[src/rtl/imadec_pkg.sv]
// Shared types, constants and tables for the stereo IMA ADPCM decoder.
// No dependencies; imported by imadec_nib and ima_adpcm_stereo_decoder.
`default_nettype none

package imadec_pkg;

  localparam int unsigned CFG_IDX_W  = 1;
  localparam int unsigned CFG_DATA_W = 32;

  // configuration register indexes
  localparam logic [CFG_IDX_W-1:0] REG_SAMPLES_PER_BLOCK = 1'b0;
  localparam logic [CFG_IDX_W-1:0] REG_TOTAL_SAMPLES     = 1'b1;

  localparam logic [15:0] SPB_RESET = 16'd505;
  localparam logic [6:0]  IDX_MAX   = 7'd88;
  localparam int unsigned STEP_N    = 89;

  localparam logic signed [17:0] SMP_MAX = 18'sd32767;
  localparam logic signed [17:0] SMP_MIN = -18'sd32768;

  localparam logic [14:0] STEP_TBL [STEP_N] = '{
    15'd7, 15'd8, 15'd9, 15'd10, 15'd11, 15'd12, 15'd13, 15'd14, 15'd16, 15'd17,
    15'd19, 15'd21, 15'd23, 15'd25, 15'd28, 15'd31, 15'd34, 15'd37, 15'd41, 15'd45,
    15'd50, 15'd55, 15'd60, 15'd66, 15'd73, 15'd80, 15'd88, 15'd97, 15'd107, 15'd118,
    15'd130, 15'd143, 15'd157, 15'd173, 15'd190, 15'd209, 15'd230, 15'd253, 15'd279,
    15'd307, 15'd337, 15'd371, 15'd408, 15'd449, 15'd494, 15'd544, 15'd598, 15'd658,
    15'd724, 15'd796, 15'd876, 15'd963, 15'd1060, 15'd1166, 15'd1282, 15'd1411,
    15'd1552, 15'd1707, 15'd1878, 15'd2066, 15'd2272, 15'd2499, 15'd2749, 15'd3024,
    15'd3327, 15'd3660, 15'd4026, 15'd4428, 15'd4871, 15'd5358, 15'd5894, 15'd6484,
    15'd7132, 15'd7845, 15'd8630, 15'd9493, 15'd10442, 15'd11487, 15'd12635,
    15'd13899, 15'd15289, 15'd16818, 15'd18500, 15'd20350, 15'd22385, 15'd24623,
    15'd27086, 15'd29794, 15'd32767
  };

  // per-channel decoder state
  typedef struct packed {
    logic signed [15:0] pred;
    logic [6:0]         idx;
  } chan_t;

  function automatic logic [14:0] step_size(input logic [6:0] i);
    logic [14:0] s;
    if (i > IDX_MAX) begin
      s = STEP_TBL[IDX_MAX];
    end else begin
      s = STEP_TBL[i];
    end
    return s;
  endfunction

  function automatic logic signed [7:0] idx_adj(input logic [2:0] mag);
    logic signed [7:0] a;
    if (mag[2]) begin
      a = 8'(signed'({4'd0, mag[1:0], 1'b0}) + 8'sd2);
    end else begin
      a = -8'sd1;
    end
    return a;
  endfunction

endpackage

`default_nettype wire

[src/rtl/imadec_nib.sv]
// One IMA ADPCM nibble step: step-table delta, sample and index saturation.
// Purely combinational; depends on imadec_pkg.
`default_nettype none

module imadec_nib (
  input  imadec_pkg::chan_t st,
  input  logic [3:0]        nib,
  output imadec_pkg::chan_t st_nxt
);
  import imadec_pkg::*;

  logic [14:0]        step;
  logic [15:0]        delta;
  logic signed [17:0] sum;
  logic signed [8:0]  si;

  always_comb begin
    step  = step_size(st.idx);
    delta = {4'd0, step[14:3]};
    if (nib[0]) delta = delta + {3'd0, step[14:2]};
    if (nib[1]) delta = delta + {2'd0, step[14:1]};
    if (nib[2]) delta = delta + {1'b0, step};

    if (nib[3]) begin
      sum = 18'(st.pred) - signed'({2'b00, delta});
    end else begin
      sum = 18'(st.pred) + signed'({2'b00, delta});
    end

    if (sum > SMP_MAX) begin
      st_nxt.pred = SMP_MAX[15:0];
    end else if (sum < SMP_MIN) begin
      st_nxt.pred = SMP_MIN[15:0];
    end else begin
      st_nxt.pred = sum[15:0];
    end

    si = signed'({2'b00, st.idx}) + 9'(idx_adj(nib[2:0]));
    if (si < 0) begin
      st_nxt.idx = '0;
    end else if (si > signed'({2'b00, IDX_MAX})) begin
      st_nxt.idx = IDX_MAX;
    end else begin
      st_nxt.idx = si[6:0];
    end
  end

endmodule

`default_nettype wire

[src/rtl/ima_adpcm_stereo_decoder.sv]
// Top level of the stereo IMA ADPCM block decoder: input byte register,
// framing control, two nibble decoders and the output pair register.
// Depends on imadec_pkg and imadec_nib.
//
// Usage: compressed bytes enter on in_data_byte with in_valid/in_stall; decoded
// stereo pairs leave on out_* with out_valid/out_stall. A beat moves when valid
// is high and stall is low. cfg_valid/cfg_ready writes samples_per_block
// (index 0) or total_samples (index 1); cfg_ready is always high.
// Output: a pair is registered at the output from the byte held in the input
// register once the output register can take it; the high-nibble pair of a
// right byte follows from the same held byte.
// Flow: a right data byte holds the input register for both of its pairs, low
// nibbles then high nibbles (only the low-nibble pair if the block or stream
// ends after it). Of the header bytes only the last yields a pair; left data
// bytes yield none, so a full data group of eight bytes gives eight pairs.
// While the receiver stalls a pending pair, left bytes and other header bytes
// pass; a byte that yields a pair waits in the input register, in_stall high.
// Reset: decoder state cleared, a block header is expected, pair count zero,
// samples_per_block = 505, total_samples = 0.
`default_nettype none

module ima_adpcm_stereo_decoder (
  input  logic                                 clk,
  input  logic                                 rst_n,
  input  logic                                 in_valid,
  output logic                                 in_stall,
  input  logic [7:0]                           in_data_byte,
  output logic                                 out_valid,
  input  logic                                 out_stall,
  output logic signed [15:0]                   out_left_sample,
  output logic signed [15:0]                   out_right_sample,
  output logic                                 out_last_of_run,
  output logic                                 out_stream_end,
  input  logic                                 cfg_valid,
  output logic                                 cfg_ready,
  input  logic [imadec_pkg::CFG_IDX_W-1:0]     cfg_index,
  input  logic [imadec_pkg::CFG_DATA_W-1:0]    cfg_data
);
  import imadec_pkg::*;

  // configuration
  logic [15:0] spb_r;
  logic [31:0] total_r;

  // input register
  logic       in_vld_r;
  logic [7:0] in_byte_r;
  logic       in_take;

  // decoder state
  chan_t       ch_r [2];
  chan_t       ch_nxt [2];
  chan_t       dec_out [2];
  logic [15:0] blk_cnt_r, blk_cnt_nxt;
  logic [2:0]  hdr_pos_r, hdr_pos_nxt;
  logic [2:0]  grp_pos_r, grp_pos_nxt;
  logic [31:0] pair_idx_r, pair_idx_nxt;
  logic        phase_r, phase_nxt;
  logic [1:0]  lsel_r, lsel_nxt;
  logic [7:0]  lstore_r [4];
  logic [7:0]  hdr_lo_r;
  logic        lstore_we, hdr_lo_we;

  // step control
  logic        want_emit, done, last, end_hit, can_emit, fire;
  logic [15:0] blk_base, cnt_after;
  logic [7:0]  lbyte;
  logic [3:0]  nib_l, nib_r;
  logic        hch;

  // output register
  logic               out_vld_r;
  logic signed [15:0] out_l_r, out_r_r;
  logic               out_last_r, out_end_r;

  assign cfg_ready = 1'b1;

  assign lbyte = phase_r ? lstore_r[lsel_r] : lstore_r[grp_pos_r[1:0]];
  assign nib_l = phase_r ? lbyte[7:4] : lbyte[3:0];
  assign nib_r = phase_r ? in_byte_r[7:4] : in_byte_r[3:0];
  assign hch   = hdr_pos_r[2];

  imadec_nib u_nib_l (.st(ch_r[0]), .nib(nib_l), .st_nxt(dec_out[0]));
  imadec_nib u_nib_r (.st(ch_r[1]), .nib(nib_r), .st_nxt(dec_out[1]));

  always_comb begin
    ch_nxt[0]    = ch_r[0];
    ch_nxt[1]    = ch_r[1];
    blk_cnt_nxt  = blk_cnt_r;
    hdr_pos_nxt  = hdr_pos_r;
    grp_pos_nxt  = grp_pos_r;
    pair_idx_nxt = pair_idx_r;
    phase_nxt    = phase_r;
    lsel_nxt     = lsel_r;
    lstore_we    = 1'b0;
    hdr_lo_we    = 1'b0;
    want_emit    = 1'b0;
    done         = 1'b0;
    last         = 1'b0;
    blk_base     = blk_cnt_r;

    cnt_after = '0;
    end_hit   = ({1'b0, pair_idx_r} + 33'd1) >= {1'b0, total_r};

    if (in_vld_r) begin
      if (phase_r) begin
        // high nibbles of a right byte
        ch_nxt[0] = dec_out[0];
        ch_nxt[1] = dec_out[1];
        want_emit = 1'b1;
        last      = 1'b1;
        done      = 1'b1;
        phase_nxt = 1'b0;
      end else if (blk_cnt_r == '0) begin
        unique case (hdr_pos_r[1:0])
          2'd0: hdr_lo_we = 1'b1;
          2'd1: ch_nxt[hch].pred = signed'({in_byte_r, hdr_lo_r});
          2'd2: begin
            if (in_byte_r[7]) begin
              ch_nxt[hch].idx = '0;
            end else if (in_byte_r[6:0] > IDX_MAX) begin
              ch_nxt[hch].idx = IDX_MAX;
            end else begin
              ch_nxt[hch].idx = in_byte_r[6:0];
            end
          end
          default: ;
        endcase
        done = 1'b1;
        if (hdr_pos_r == 3'd7) begin
          hdr_pos_nxt = '0;
          grp_pos_nxt = '0;
          blk_base    = spb_r;
          want_emit   = 1'b1;
          last        = 1'b1;
        end else begin
          hdr_pos_nxt = hdr_pos_r + 3'd1;
        end
      end else begin
        grp_pos_nxt = grp_pos_r + 3'd1;
        if (!grp_pos_r[2]) begin
          lstore_we = 1'b1;
          done      = 1'b1;
        end else begin
          ch_nxt[0] = dec_out[0];
          ch_nxt[1] = dec_out[1];
          want_emit = 1'b1;
          lsel_nxt  = grp_pos_r[1:0];
        end
      end
    end

    if (want_emit) begin
      cnt_after    = (blk_base != '0) ? blk_base - 16'd1 : '0;
      blk_cnt_nxt  = cnt_after;
      pair_idx_nxt = pair_idx_r + 32'd1;
      // low-nibble pair: stop early on stream end or exhausted block
      if (!phase_r && blk_cnt_r != '0) begin
        if (end_hit || cnt_after == '0) begin
          last = 1'b1;
          done = 1'b1;
        end else begin
          phase_nxt = 1'b1;
        end
      end
      if (end_hit) begin
        pair_idx_nxt = '0;
        blk_cnt_nxt  = '0;
        hdr_pos_nxt  = '0;
        grp_pos_nxt  = '0;
      end
    end
  end

  assign can_emit = !out_vld_r || !out_stall;
  assign fire     = in_vld_r && (!want_emit || can_emit);
  assign in_stall = in_vld_r && !(fire && done);
  assign in_take  = in_valid && !in_stall;

  always_ff @(posedge clk) begin
    if (!rst_n) begin
      spb_r      <= SPB_RESET;
      total_r    <= '0;
      in_vld_r   <= 1'b0;
      ch_r[0]    <= '0;
      ch_r[1]    <= '0;
      blk_cnt_r  <= '0;
      hdr_pos_r  <= '0;
      grp_pos_r  <= '0;
      pair_idx_r <= '0;
      phase_r    <= 1'b0;
      out_vld_r  <= 1'b0;
    end else begin
      if (cfg_valid && cfg_ready) begin
        unique case (cfg_index)
          REG_SAMPLES_PER_BLOCK: spb_r   <= cfg_data[15:0];
          REG_TOTAL_SAMPLES:     total_r <= cfg_data;
          default: ;
        endcase
      end

      if (in_take) begin
        in_vld_r <= 1'b1;
      end else if (fire && done) begin
        in_vld_r <= 1'b0;
      end

      if (fire) begin
        ch_r[0]    <= ch_nxt[0];
        ch_r[1]    <= ch_nxt[1];
        blk_cnt_r  <= blk_cnt_nxt;
        hdr_pos_r  <= hdr_pos_nxt;
        grp_pos_r  <= grp_pos_nxt;
        pair_idx_r <= pair_idx_nxt;
        phase_r    <= phase_nxt;
      end

      if (fire && want_emit) begin
        out_vld_r <= 1'b1;
      end else if (!out_stall) begin
        out_vld_r <= 1'b0;
      end
    end
  end

  // payload registers
  always_ff @(posedge clk) begin
    if (in_take) begin
      in_byte_r <= in_data_byte;
    end
    if (fire) begin
      lsel_r <= lsel_nxt;
      if (lstore_we) begin
        lstore_r[grp_pos_r[1:0]] <= in_byte_r;
      end
      if (hdr_lo_we) begin
        hdr_lo_r <= in_byte_r;
      end
    end
    if (fire && want_emit) begin
      out_l_r    <= ch_nxt[0].pred;
      out_r_r    <= ch_nxt[1].pred;
      out_last_r <= last;
      out_end_r  <= end_hit;
    end
  end

  assign out_valid        = out_vld_r;
  assign out_left_sample  = out_l_r;
  assign out_right_sample = out_r_r;
  assign out_last_of_run  = out_last_r;
  assign out_stream_end   = out_end_r;

  // second half of a right byte only exists with the byte still held
  a_phase_holds_byte: assert property (@(posedge clk) disable iff (!rst_n)
    phase_r |-> in_vld_r)
    else $error("second nibble pair pending without an input byte");

  a_phase_in_block: assert property (@(posedge clk) disable iff (!rst_n)
    $rose(phase_r) |-> blk_cnt_r != '0)
    else $error("second nibble pair started outside a data block");

  a_hdr_pos_idle: assert property (@(posedge clk) disable iff (!rst_n)
    blk_cnt_r != '0 |-> hdr_pos_r == '0)
    else $error("header position left nonzero inside a data block");

  a_idx_range: assert property (@(posedge clk) disable iff (!rst_n)
    ch_r[0].idx <= IDX_MAX && ch_r[1].idx <= IDX_MAX)
    else $error("step index above table range");

  a_end_restarts: assert property (@(posedge clk) disable iff (!rst_n)
    fire && want_emit && end_hit |=> pair_idx_r == '0 && blk_cnt_r == '0)
    else $error("stream end did not restart pair count and framing");

endmodule

`default_nettype wire
[config.mk]
export PLATFORM = sky130hd
export DESIGN_NAME = ima_adpcm_stereo_decoder
export DESIGN_NICKNAME = d
export VERILOG_FILES = /design/src/rtl/imadec_pkg.sv /design/src/rtl/imadec_nib.sv /design/src/rtl/ima_adpcm_stereo_decoder.sv
export SDC_FILE = /design/constraint.sdc
export NUM_CORES = 1
export LEC_CHECK = 0
export BUFFER_PORTS_ARGS = -buffer_cell sky130_fd_sc_hd__buf_2
export CAP_MARGIN = 15
export CORE_UTILIZATION = 60
export DETAILED_ROUTE_END_ITERATION = 8
export PLACE_DENSITY_LB_ADDON = 0.3
export SLEW_MARGIN = 20
export SYNTH_ARGS = -nofsm -noshare
export SYNTH_HDL_FRONTEND = slang
export SYNTH_SLANG_ARGS = --single-unit
[constraint.sdc]
create_clock -name clk -period 26.1 [get_ports clk]
set_input_delay 2.61 -clock clk [delete_from_list [all_inputs] [get_ports clk]]
set_output_delay 2.61 -clock clk [all_outputs]
set_load 0.02 [all_outputs]
==> flow_summary.toml <==
[global_routing]
antenna_found_initial = 3
grt_overflow = 0
grt_pass1_vias = 21710
grt_max_degree = 104
grt_use_total_pct = 33.84
grt_pass1_wl_microns = 112500

[floorplanning]
die_area_sq_um = 40060
floorplan.initialDensity_pct = 60.95
core_sq_um = 38650
pin_count = 83
rows = 72
dieWidth_microns = 200.1
fp.dieH_microns = 200.1

[synth]
syn_inst = 2920
ys_seq_area_share_pct = 25.84
yosysUniqueCellTypes = 110
ys_ff_latch = 239
yosys_warnings = 0
async_flop_share_pct = 0
netlist_area_sq_um = 23560
syn_avg_cell_area_sq_um = 8.067
synthAdderAreaFrac_pct = 11.55
synth-compound-area-share_pct = 26.12
ys.flop_type = "edfxtp_1"
synth_simple_gate_area_share_pct = 21.38
synth_enable_flop_cells = 130
synthXorXnorAreaFrac_pct = 6.082
synthMuxAreaShare_pct = 4.058
synth_fp_nets = 3178
synth_top_family_by_area = "compound AO/OA/AOI/OAI gates"

[routing]
drtIter0Drc = 2521
drc = 0
firstDrtPassIters = 8
vias = 22780
drt.antenna.violating_nets = 0
routed_wl_microns = 70190
via_per_inst = 6.612
wl_per_cell_microns = 20.37

[clock_tree]
post_cts_resized = 0
clock-sinks = 239
clkTransAtPathRegs_ps = 70
ctsHoldBuffers = 0
cts_inserted_buffers = 26
clk_latency_ps = 540
clk_path_buf_depth = 3
cts_root_buffer = "clkbuf_16"
ctsHtreeMaxLevel = 1
post_cts_buffers = 0
cts_tree = "yes"

[power_and_ir_drop]
switchingPower_mw = 0.5310
p_leak_nw = 10.28
p_seq_share_pct = 30.4
internal_power_mw = 0.8529
clockPowerShare_pct = 26.2
powerDensity_nw_per_um2 = 55.22
ir_worst_vdd_mv = 0.06609
power.share.switching_pct = 38.37
power_frac_comb_pct = 43.4

[layout]
synthToLayoutAreaGrowth_pct = 6.385
drive_gt1_share_pct = 8.345
final.fill_count = 3196
stdcell_count = 3445
nNetsFinal = 3162

[critical_path]
cp_slowest_cell = "edfxtp_1"
setup.worst_path.start_class = "flip-flop"
critPathMaxStageDelay_ps = 720
crit_top_cell = "ha_1"
critPathKind = "flip-flop to flip-flop"
cp_data_arrival_time_ps = 12970
cp_max_fo = 23
setup.worst_path.end_class = "flip-flop"
critPathRequiredTime_ps = 26370

[timing]
worst_pin_slew_ps = 1107
hold_violations = 0
rsz0062_at_grt = "no"
max_freq_mhz = 78.72
min_period_over_period_pct = 48.67
finalSetupViolCount = 0
slew_violations = 0
finClkSkew_ps = 10.42
fin_setup_tns_ps = 0
relSlewSlack_pct = 25.40
final.min_clock_period_ps = 12700

[placement]
dp.cells = 3394
place_congestion = 0.9740
io_buffers = 81
hpwl_microns = 51100

[job]
cap_viol_max_count = 0

[run_status]
status = "finished, final reports clean"

[worst_hold_path]
hold_path_class = "flip-flop to flip-flop"
## per-layer routing
layer | wire length [microns] | up-vias | global-route usage, %
met1 | 29130 | 10790 | 44.76
met4 | 2516 | 2 | 12.53
met5 | 8 | - | 0
met3 | 5844 | 186 | 3.824
met2 | 32690 | 1106 | 56.83
li1 | - | 10690 | -
## power groups by stage
| stage | sequential, mW | combinational [mW] | clock [mW] |
|---|---|---|---|
| 2_1_floorplan | 0.421 | 0.465 | 0 |
| 3_3_place_gp | 0.427 | 0.565 | 0 |
| 3_5_place_dp | 0.428 | 0.583 | 0 |
| 4_1_cts | 0.420 | 0.589 | 0.364 |
| 5_1_grt | 0.421 | 0.662 | 0.377 |
| 6_report | 0.420 | 0.601 | 0.363 |
## Yosys cell counts, types with 23 or more instances
cell type	number	area, sq um
clkbuf_1	121	454.2
and2_1	26	162.7
a21oi_1	230	1151
o211ai_1	32	240.2
ha_1	203	2540
nand2_1	340	1276
a31oi_1	43	269.0
o21bai_1	26	195.2
xor2_1	70	613.1
a211oi_1	30	225.2
a21o_1	60	450.4
mux2i_1	24	240.2
a21boi_0	63	473.0
nand3_1	78	390.4
o21a_1	23	172.7
nand3b_1	23	172.7
nor3_1	52	260.3
and3_1	40	250.2
mux2_2	25	281.5
inv_1	134	503.0
edfxtp_1	130	3904
a22oi_1	35	262.8
xnor2_1	91	797.0
dfxtp_1	109	2182
nor2b_1	73	456.7
nor2_1	219	822.0
o21ai_0	150	750.7
o31ai_1	23	172.7
nand2b_1	51	319.1
## flip-flops by register name (all words and copies together), names as in the netlist, 8 cells and up, named ones only
name	flops
pair_idx_r	32
blk_cnt_r	16
out_left_sample	16
out_right_sample	16
ch_r	46
in_byte_r	8
total_r	32
lstore_r	32
spb_r	16
hdr_lo_r	8
## area by class of cell
cell class                      instances  area (sq um)  share of cell area (%)
Timing Repair Buffer                  110         623.1                   2.486
Multi-Input combinational cell       2386         16340                   65.19
Clock buffer                           33         708.2                   2.826
Sequential cell                       239          6086                   24.28
Clock inverter                         15         122.6                  0.4893
Antenna cell                            3         7.507                 0.02996
Tap cell                              518         648.1                   2.586
Inverter                              141         529.3                   2.112
## worst max-delay path: cells and delay by family (launching register included)
kind | cells | cell delay (ps)
AND/OR/NAND/NOR | 12 | 2710
XOR/XNOR | 3 | 540
flip-flops | 1 | 720
AO/OA/AOI/OAI | 19 | 4860
buffers and inverters | 3 | 550
multiplexers | 2 | 790
adder cells (fa/ha/maj) | 6 | 2210
## kinds of logic after synthesis
logic type,Yosys count
AO/OA/AOI/OAI,913
buffers and inverters,295
other,1
AND/OR/NAND/NOR,1028
flip-flops,239
multiplexers,70
XOR/XNOR,162
adder cells (fa/ha/maj),212
## metrics by stage
| stage | area [sq um] | hold slack (ps) | worst slack (ps) | utilization [%] | total power [mW] |
|---|---|---|---|---|---|
| floorplan | 23560 | 417.8 | 15060 | - | 0.8854 |
| global placement | 24210 | 454.5 | 14160 | 62.65 | 0.9919 |
| detailed placement | 24210 | 460.5 | 13760 | 62.65 | 1.011 |
| CTS | 25040 | 468.5 | 13630 | 64.80 | 1.372 |
| global route | 25060 | 491.8 | 12720 | 64.83 | 1.459 |
| finish | 25060 | 464.9 | 13400 | 64.84 | 1.384 |
## path summary, 6_finish.rpt
| check | startpoint | endpoint | slack [ps] | depth (start not counted) |
|---|---|---|---|---|
| setup / recovery | ch_r[0][1]$_SDFFCE_PN0P_ | out_left_sample[13]$_DFFE_PP_ | 13400 | 45 |
| hold / removal | total_r[25]$_SDFFE_PN0P_ | total_r[25]$_SDFFE_PN0P_ | 460 | 2 |
| setup reg to reg | ch_r[0][1]$_SDFFCE_PN0P_ | out_left_sample[13]$_DFFE_PP_ | 13400 | 45 |
| hold reg to reg | total_r[25]$_SDFFE_PN0P_ | total_r[25]$_SDFFE_PN0P_ | 460 | 2 |
## cell usage in the layout, fill, tap and decap left out, types with 23 or more instances in the layout
| cell | count |
|---|---|
| clkbuf_16 | 27 |
| dfxtp_1 | 109 |
| nand3b_1 | 23 |
| and3_1 | 40 |
| mux2i_1 | 24 |
| xnor2_1 | 91 |
| a21o_1 | 60 |
| a21oi_1 | 229 |
| nor3_1 | 52 |
| o21ai_0 | 149 |
| a211oi_1 | 30 |
| nand2_1 | 339 |
| buf_4 | 29 |
| a22oi_1 | 35 |
| nand2b_1 | 51 |
| nor2b_1 | 73 |
| and2_1 | 25 |
| nand3_1 | 78 |
| a21boi_0 | 63 |
| nor2_1 | 218 |
| ha_1 | 203 |
| o21bai_1 | 26 |
| buf_2 | 81 |
| o211ai_1 | 32 |
| inv_1 | 133 |
| a31oi_1 | 43 |
| xor2_1 | 70 |
| mux2_2 | 25 |
| edfxtp_1 | 130 |
| o21a_1 | 23 |
Power figures use the tool's default switching activity.
